===== src/hw/rtl/b64sd_pkg.sv =====
// Package with the shared codes, types and the character lookup of the base64 decoder.
`default_nettype none

package b64sd_pkg;

  // Width of the character, byte, sextet and accumulator paths.
  localparam int unsigned CharW = 8;
  localparam int unsigned ByteW = 8;
  localparam int unsigned SextW = 6;
  localparam int unsigned AccW  = 24;
  localparam int unsigned PhW   = 3;
  localparam int unsigned StW   = 3;

  // Largest number of result items that one input item causes.
  localparam int unsigned MaxRes = 3;
  localparam int unsigned CntW   = $clog2(MaxRes + 1);

  // The padding character.
  localparam logic [CharW-1:0] PadChar = 8'h3D;

  // Lookup codes for characters that carry no sextet.
  localparam logic [CharW-1:0] SextInvalid = 8'hFF;
  localparam logic [CharW-1:0] SextSkip    = 8'hFE;

  // Phase codes: zero to three sextets collected, after one pad, group closed.
  localparam logic [PhW-1:0] PhS0   = 3'd0;
  localparam logic [PhW-1:0] PhS1   = 3'd1;
  localparam logic [PhW-1:0] PhS2   = 3'd2;
  localparam logic [PhW-1:0] PhS3   = 3'd3;
  localparam logic [PhW-1:0] PhPad1 = 3'd4;
  localparam logic [PhW-1:0] PhDone = 3'd5;

  // Status codes of a result item.
  typedef enum logic [StW-1:0] {
    StOk       = 3'd0,
    StEnd      = 3'd1,
    StPad      = 3'd2,
    StInvalid  = 3'd3,
    StAfterPad = 3'd4
  } status_e;

  // One group of result items waiting for the output side.
  typedef struct packed {
    logic [CntW-1:0]  count;
    logic [ByteW-1:0] byte0;
    logic [ByteW-1:0] byte1;
    logic [ByteW-1:0] byte2;
    status_e          status;
  } grp_t;

  // Maps a character to its sextet value, or to the skip or invalid code.
  function automatic logic [CharW-1:0] sextet_of(input logic [CharW-1:0] c);
    logic [CharW-1:0] v;
    begin
      v = SextInvalid;
      if (c >= 8'h41 && c <= 8'h5A) begin
        v = c - 8'h41;
      end else if (c >= 8'h61 && c <= 8'h7A) begin
        v = c - 8'h61 + 8'd26;
      end else if (c >= 8'h30 && c <= 8'h39) begin
        v = c - 8'h30 + 8'd52;
      end else if (c == 8'h2B) begin
        v = 8'd62;
      end else if (c == 8'h2F) begin
        v = 8'd63;
      end else if (c == 8'h20 || c == 8'h09 || c == 8'h0A || c == 8'h0D ||
                   c == 8'h0B || c == 8'h0C) begin
        v = SextSkip;
      end
      return v;
    end
  endfunction

endpackage

`default_nettype wire


===== src/hw/rtl/base64_stream_decoder_unit.sv =====
// Top level of the streaming base64 decoder: one character per item in, decoded bytes out.
//
// The decoder takes one base64 character, or an end-of-data mark, per input item and
// returns up to three result items (decoded byte, last flag, status) for it. An accepted
// item waits in an input register until the group is free, is decoded against the
// accumulator and phase in one pass, and its results are loaded into a group register
// that the output side drains one item per cycle unless out_stall_i is set. Items that
// cause no result, or one, likewise flow at one per cycle. An item that causes two or
// three results holds the output port until its last result leaves and stalls the input
// meanwhile, so the rate is bounded by the single-item output port at one result per
// cycle. Errors give one result with a nonzero status and a zero byte; the state then clears.
`default_nettype none

module base64_stream_decoder_unit
  import b64sd_pkg::*;
(
  input  wire logic             clk_i,
  input  wire logic             rst_ni,
  // Input channel.
  input  wire logic             in_valid_i,
  output logic                  in_stall_o,
  input  wire logic [CharW-1:0] char_in_i,
  input  wire logic             end_of_data_i,
  // Output channel.
  output logic                  out_valid_o,
  input  wire logic             out_stall_i,
  output logic [ByteW-1:0]      data_byte_o,
  output logic                  last_o,
  output logic [StW-1:0]        status_o
);

  // Input register.
  logic             in_valid_q;
  logic [CharW-1:0] char_q;
  logic             eod_q;

  // Decoder state.
  logic [AccW-1:0]  acc_q, acc_d;
  logic [PhW-1:0]   phase_q, phase_d;

  // Result group register and its read position.
  logic             grp_valid_q, grp_valid_d;
  grp_t             grp_q;
  grp_t             grp_d;
  logic [CntW-1:0]  idx_q, idx_d;

  // Handshake terms.
  logic             in_fire;
  logic             out_fire;
  logic             grp_last;
  logic             grp_free;
  logic             proc;

  // Decoder lookup and new accumulator.
  logic [CharW-1:0] sext;
  logic [AccW-1:0]  acc_shift;

  // The group is free when empty or when its last item leaves this cycle.
  assign grp_last   = (idx_q == grp_q.count - CntW'(1));
  assign out_fire   = grp_valid_q && !out_stall_i;
  assign grp_free   = !grp_valid_q || (out_fire && grp_last);
  assign proc       = in_valid_q && grp_free;
  assign in_stall_o = in_valid_q && !grp_free;
  assign in_fire    = in_valid_i && !in_stall_o;

  assign sext      = sextet_of(char_q);
  assign acc_shift = {acc_q[AccW-SextW-1:0], sext[SextW-1:0]};

  // Decode one item against the current phase.
  always_comb begin
    acc_d   = acc_q;
    phase_d = phase_q;
    grp_d   = '{count: '0, byte0: '0, byte1: '0, byte2: '0, status: StOk};
    if (eod_q) begin
      // End of data closes an open group.
      case (phase_q)
        PhS1: begin
          grp_d.count  = CntW'(1);
          grp_d.status = StEnd;
          acc_d        = '0;
          phase_d      = PhS0;
        end
        PhS2: begin
          grp_d.count = CntW'(1);
          grp_d.byte0 = acc_q[11:4];
          phase_d     = PhDone;
        end
        PhS3: begin
          grp_d.count = CntW'(2);
          grp_d.byte0 = acc_q[17:10];
          grp_d.byte1 = acc_q[9:2];
          phase_d     = PhDone;
        end
        default: begin
        end
      endcase
    end else if (sext == SextSkip) begin
      // Whitespace leaves everything unchanged.
    end else if (sext == SextInvalid) begin
      if (char_q != PadChar) begin
        grp_d.count  = CntW'(1);
        grp_d.status = StInvalid;
        acc_d        = '0;
        phase_d      = PhS0;
      end else begin
        // Padding character.
        case (phase_q)
          PhS1: begin
            grp_d.count  = CntW'(1);
            grp_d.status = StEnd;
            acc_d        = '0;
            phase_d      = PhS0;
          end
          PhS2: begin
            grp_d.count = CntW'(1);
            grp_d.byte0 = acc_q[11:4];
            phase_d     = PhPad1;
          end
          PhS3: begin
            grp_d.count = CntW'(2);
            grp_d.byte0 = acc_q[17:10];
            grp_d.byte1 = acc_q[9:2];
            phase_d     = PhDone;
          end
          PhPad1: begin
            phase_d = PhDone;
          end
          default: begin
            grp_d.count  = CntW'(1);
            grp_d.status = StPad;
            acc_d        = '0;
            phase_d      = PhS0;
          end
        endcase
      end
    end else if (phase_q > PhS3) begin
      // Alphabet character after the group was padded or closed.
      grp_d.count  = CntW'(1);
      grp_d.status = StAfterPad;
      acc_d        = '0;
      phase_d      = PhS0;
    end else if (phase_q == PhS3) begin
      // Fourth sextet completes a group of three bytes.
      grp_d.count = CntW'(3);
      grp_d.byte0 = acc_shift[23:16];
      grp_d.byte1 = acc_shift[15:8];
      grp_d.byte2 = acc_shift[7:0];
      acc_d       = '0;
      phase_d     = PhS0;
    end else begin
      acc_d   = acc_shift;
      phase_d = phase_q + PhW'(1);
    end
  end

  // Group valid and read position.
  always_comb begin
    grp_valid_d = grp_valid_q;
    idx_d       = idx_q;
    if (proc && grp_d.count != '0) begin
      grp_valid_d = 1'b1;
      idx_d       = '0;
    end else if (out_fire && grp_last) begin
      grp_valid_d = 1'b0;
      idx_d       = '0;
    end else if (out_fire) begin
      idx_d = idx_q + CntW'(1);
    end
  end

  // Control registers.
  always_ff @(posedge clk_i or negedge rst_ni) begin
    if (!rst_ni) begin
      in_valid_q  <= 1'b0;
      acc_q       <= '0;
      phase_q     <= PhS0;
      grp_valid_q <= 1'b0;
      idx_q       <= '0;
    end else begin
      if (in_fire) begin
        in_valid_q <= 1'b1;
      end else if (proc) begin
        in_valid_q <= 1'b0;
      end
      if (proc) begin
        acc_q   <= acc_d;
        phase_q <= phase_d;
      end
      grp_valid_q <= grp_valid_d;
      idx_q       <= idx_d;
    end
  end

  // Payload registers.
  always_ff @(posedge clk_i) begin
    if (in_fire) begin
      char_q <= char_in_i;
      eod_q  <= end_of_data_i;
    end
    if (proc && grp_d.count != '0) begin
      grp_q <= grp_d;
    end
  end

  // Output item selection.
  always_comb begin
    case (idx_q)
      CntW'(0): data_byte_o = grp_q.byte0;
      CntW'(1): data_byte_o = grp_q.byte1;
      default:  data_byte_o = grp_q.byte2;
    endcase
  end

  assign out_valid_o = grp_valid_q;
  assign last_o      = grp_last;
  assign status_o    = grp_q.status;

  // The read position stays inside the loaded group.
  assert property (@(posedge clk_i) disable iff (!rst_ni)
    grp_valid_q |-> (idx_q < grp_q.count))
    else $error("read position past end of result group");

  // An error result is a single item with a zero byte.
  assert property (@(posedge clk_i) disable iff (!rst_ni)
    (out_valid_o && status_o != StOk) |-> (data_byte_o == '0 && last_o))
    else $error("error result is not a single zero item");

  // The phase never takes an unused code.
  assert property (@(posedge clk_i) disable iff (!rst_ni)
    phase_q <= PhDone)
    else $error("phase holds an unused code");

  // Input is only held back while an item waits in the input register.
  assert property (@(posedge clk_i) disable iff (!rst_ni)
    in_stall_o |-> (in_valid_q && grp_valid_q))
    else $error("input stalled with nothing pending");

  // An error clears the decoder state.
  assert property (@(posedge clk_i) disable iff (!rst_ni)
    (proc && grp_d.status != StOk) |=> (acc_q == '0 && phase_q == PhS0))
    else $error("state not cleared after error");

endmodule

`default_nettype wire

===== config.mk =====
export PLATFORM = sky130hd
export DESIGN_NAME = base64_stream_decoder_unit
export DESIGN_NICKNAME = d
export VERILOG_FILES = /design/src/hw/rtl/b64sd_pkg.sv /design/src/hw/rtl/base64_stream_decoder_unit.sv
export SDC_FILE = /design/constraint.sdc
export NUM_CORES = 1
export LEC_CHECK = 0
export ABC_CLOCK_PERIOD_IN_PS = 3400
export BUFFER_PORTS_ARGS = -buffer_cell sky130_fd_sc_hd__buf_2
export CORE_MARGIN = 1
export CORE_UTILIZATION = 25
export CTS_CLUSTER_DIAMETER = 50
export DETAILED_ROUTE_END_ITERATION = 12
export PLACE_DENSITY = 0.51
export REMOVE_ABC_BUFFERS = 1
export SETUP_SLACK_MARGIN = 0.1
export SLEW_MARGIN = 30
export SYNTH_ARGS = -nofsm -noshare
export SYNTH_HDL_FRONTEND = slang
export SYNTH_SLANG_ARGS = --single-unit
export TNS_END_PERCENT = 30

===== constraint.sdc =====
create_clock -name clk_i -period 3.4 [get_ports clk_i]
set_input_delay 0 -clock clk_i [delete_from_list [all_inputs] [get_ports clk_i]]
set_output_delay 0 -clock clk_i [all_outputs]
set_load 0.05 [all_outputs]

* Word level (Yosys, flattened, before mapping) *
Index checks and enable logic that the tools add are counted.

storage, ports and cells
  flip-flop bits (word level) = 63
  bits of input ports = 13
  output and inout bits = 14
  word-level logic and storage cells = 129

operators by class
  add/sub/neg operators = 8
  order comparisons = 7
  equality and inequality tests = 21
  muxes and demuxes = 49
  bitwise gates (word level) = 1
  reductions and logical operators = 31

operator list
  kind                                                                                 count
  18-bit 2-to-1 mux                                                                    10
  8-bit 2-to-1 mux                                                                     7
  8-bit by 4-bit equality test with 1-bit output, second input constant                5
  8-bit case mux with 2 select lines                                                   2
  29-bit 2-to-1 mux                                                                    1
  3-bit 2-to-1 mux                                                                     9
  26-bit 2-to-1 mux                                                                    1
  8-bit by 6-bit equality test with 1-bit output, second input constant                3
  24-bit 2-to-1 mux                                                                    1
  8-bit equality test, second input constant                                           2
  8-bit by 7-bit greater-or-equal comparator with 1-bit output, second input constant  2
  8-bit by 7-bit <= comparator with 1-bit output, second input constant                2
  16-bit 2-to-1 mux                                                                    1
  8-bit by 7-bit subtractor with 8-bit output, second input constant                   2
  2-bit 2-to-1 mux                                                                     6
  2-bit case mux with 2 select lines                                                   3
  3-bit case mux with 2 select lines                                                   2
  1-bit logical AND                                                                    9
  8-bit by 5-bit adder with 8-bit output, second input constant                        1
  8-bit by 6-bit adder with 8-bit output, second input constant                        1
  8-bit by 6-bit greater-or-equal comparator with 1-bit output, second input constant  1
  8-bit by 6-bit <= comparator with 1-bit output, second input constant                1
  8-bit by 6-bit inequality test with 1-bit output, second input constant              1
  8-bit by 6-bit subtractor with 8-bit output, second input constant                   1
  other kinds (25)                                                                     43

* Depth between registers and ports, before layout *
  depth in word-level cells = 20
  gate-level depth with buffers = 12
  depth with buffers taken out = 10

* Worst setup path after synthesis *
Ideal clock, no wire load.

  path kind = register -> register
  from = register char_q[2]
  to = register grp_q[10] (netlist bit) (enable)
  library setup time = 384 ps
  arrival = 2909 ps
  required time = 3016 ps
  setup slack = 108 ps
  stages on the path, launching flop included = 11
  buffers on the path = 0
  clock period less this slack = 3292 ps
  cells stage by stage = edfxtp_1 inv_1 ha_1 a21o_1 nand3_1 a311oi_2 o221ai_2 or4_1 o211ai_2 o21ai_2 inv_1

RTL lines
  element                   RTL line                           RTL
  start: declaration        base64_stream_decoder_unit.sv:34   logic [CharW-1:0] char_q;
  start signal: assignment  base64_stream_decoder_unit.sv:197  char_q <= char_in_i;
  end signal: assignment    base64_stream_decoder_unit.sv:201  grp_q <= grp_d;
  end: declaration          base64_stream_decoder_unit.sv:43   grp_t grp_q;

==> metrics.md <==
| Metric | Value |
|---|---|
| Flops & latches, synth | 63 |
| Post-synth EDFFs | 38 |
| Detailed Place HPWL | 6020 µm |
| Slew margin rel. | 0.609 |
| Commonest non-fill, non-tap cells in the layout | edfxtp_1 (38), nand2_1 (37), nor2_1 (29) |
| DRC viols | 0 |
| Area leader, netlist | edfxtp_1 |
| Minimum clock period | 3110 ps |
| Die Height | 121 µm |
| CP Launch Type | flip-flop |
| Syn_area_per_cell | 10.7 µm² |
| Vias in the first global route | 2,633 |
| Clock Skew | 3.42 ps |
| Max rail drop VDD | 0.352 mV |
| Seq/Total Area, Yosys | 0.502 |
| Reg2reg end | grp_q[22] |
| Hold Path End | out_valid_o |
| PortBufs | 26 |
| CORE AREA | 13,500 µm² |
| RSZ-0062 raised after global routing | false |
| CP Data Required Time | 3420 ps |
| Reg-to-reg startpoint | char_q[2] |
| Worst skew pair latency | 330 ps |
| H-tree Lvls | 3 |
| Vias/cell | 4.86 |
| Leading cell type in the layout, fill and taps excluded | edfxtp_1 |
| Kind of critical path | flip-flop to flip-flop |
| CTS clock-pin slew for the worst setup and hold paths | 50 ps |
| Total power density per cell area | 843 nW/µm² |
| Clock root buffer | clkbuf_16 |
| Fraction of registers with async set or reset after synthesis | 0.397 |
| Critical Path Start | char_q[2] |
| Inserted Clock Buffers | 9 |
| R2r setup slk | 290 ps |
| Die area | 14,600 µm² |
| Synth Warn # | 0 |
| Fin. Hold Viols | 0 |
| Vias after detailed routing | 2,686 |
| CTS tree | done |
| Final Worst Setup Slack | 285 ps |
| CTS Buffer Depth | 2 |
| Die width | 121 µm |
| Initial antenna violation count | 0 |
| Antenna-violating nets left | 0 |
| Share of the synthesized area in the top cell type | 0.324 |
| Mapped Cells | 328 |
| Area Overhead vs Synth | 22.5% |
| # diodes | 0 |
| Top-Level Pins | 27 |
| Hold crit path type | input port to flip-flop |
| Worst Path Max Fanout | 29 |
| Max Slew Vio Count | 0 |
| Fmax | 321 MHz |
| CTS Sinks | 63 |
| Hold Crit Depth | 3 |
| Post-DR wirelength/cell | 15.3 µm |
| Pin count of the biggest net entering global routing | 30 |
| Least-Margin Pin Slew | 586 ps |
| R2R cell count | 11 |
| Dpl cells | 523 |
| Dpl ws | 195 ps |
| GRT Total Usage | 0.124 |
| Setup TNS | 0 ps |
| Initial Util | 0.261 |
| Row count | 42 |
| First-pass GRT wire length | 13,800 µm |
| Gpl congestion | 0.877 |
| Post-Layout Cell Count | 553 |
| Drt pass-1 iters | 4 |
| Initial DRC Count | 146 |
| Top area cells in the synthesized netlist | edfxtp_1 (32%), dfrtp_1 (18%), ha_1 (6.0%) |
| Total wire length | 8490 µm |
| Distinct cell type count after synthesis | 61 |
| Pleak | 1.76 nW |
| CP endpoint kind | flip-flop |
| Crit share post-route | 0.916 |
| Setup Viol. Count Final | 0 |
| Layout cells sized above 1 | 0.210 |
| Top FF cell, synth | edfxtp_1 |
| Cell area after synthesis | 3520 µm² |
| Arr. time, crit path | 3140 ps |
| Status | finished, final reports clean |
| Max-cap viol count | 0 |
| GR Overflow Total | 0 |
| NumNets Final | 402 |
| Hold path start | out_stall_i |
==> through the flow <==
step	hold slack (ps)	area (µm²)	utilization	total power, mW
detailed placement	34.1	3850	0.285	2.72
floorplan	-296	3430	-	2.28
global route	153	4310	0.319	3.85
finish	129	4310	0.319	3.63
global placement	36.2	3850	0.285	2.71
CTS	127	4250	0.315	3.63
==> registers in the layout, summed over array words and instances, names as in the netlist <==
register,count
acc_q,18
status_o,3
eod_q,1
out_valid_o,1
idx_q,2
phase_q,3
char_q,8
grp_q,26
in_valid_q,1
==> where the power goes <==
part	switching (mW)	total, mW	internal, mW
combinational	1.02	1.50	0.473
clock	0.329	0.893	0.564
sequential	0.176	1.24	1.07
==> cells in the mapped netlist, types with 2 or more instances <==
library cell	n
and2_1	13
a32oi_1	11
edfxtp_1	38
or2_2	2
nand3b_1	2
nor4b_1	2
a31oi_1	2
a21o_1	2
a22oi_1	10
nand3_1	5
o21ai_0	16
o211ai_2	2
dfrtp_1	25
and3_1	4
o221ai_1	2
inv_1	18
o2bb2ai_1	6
nand2_1	37
clkbuf_1	7
buf_4	5
a22o_1	12
nor2_1	30
ha_1	17
nand2b_1	5
buf_6	2
a21oi_1	7
nor2b_1	5
nor3_1	8
==> area by class of cell <==
cell class / instances / area [µm²]
multi-input cells: 233 / 1640
inverters: 18 / 70.1
fillers: 1368 / 9190
clock buffers: 10 / 229
clock inverters: 6 / 61.3
well taps: 176 / 220
repair buffers: 47 / 328
flip-flops and latches: 63 / 1770
==> worst max-delay path: stages (launching register included) <==
cell and delay [ps]:
edfxtp_1 490, inv_4 150, ha_2 230, a21o_1 140
nand3_1 130, a311oi_2 370, o221ai_2 190, or4_1 510
o211ai_2 190, o21ai_2 110, inv_1 100, buf_12 200
==> per-layer routing <==
| metal | share of wire | GRT usage |
|---|---|---|
| met2 | 0.44 | 0.181 |
| met1 | 0.49 | 0.172 |
| met3 | 0.048 | 0.0288 |
| met5 | 0 | 0 |
| met4 | 0.024 | 0.0563 |
==> how the worst max path moves through the flow <==
stage / end / slack (ps) / depth (start not counted)
floorplan: grp_q[10] / 100 / 10
global placement: grp_q[19] / 220 / 11
detailed placement: grp_q[5] / 190 / 11
CTS: grp_q[11] / 200 / 11
global route: grp_q[22] / 110 / 11
finish: grp_q[22] / 290 / 11
==> timing repair <==
action | in CTS | in global routing
hold buffers | 11 | 0
hold endpoints to repair | 35 | 0
setup endpoints to repair | 0 | 54
gates resized for setup | 0 | 11
buffers inserted | 0 | 3
==> logic make-up after synthesis <==
family,count (synthesis),share of synthesized area
AOI/OAI and AO/OA,86,0.198
xor gates and xnor gates,1,0.00249
adders and majority gates,17,0.0605
buffers and inverters,32,0.0437
DFF,63,0.502
muxes,1,0.00320
and+or+nand+nor,128,0.190
No activity file was read; power rests on OpenSTA's default activity.
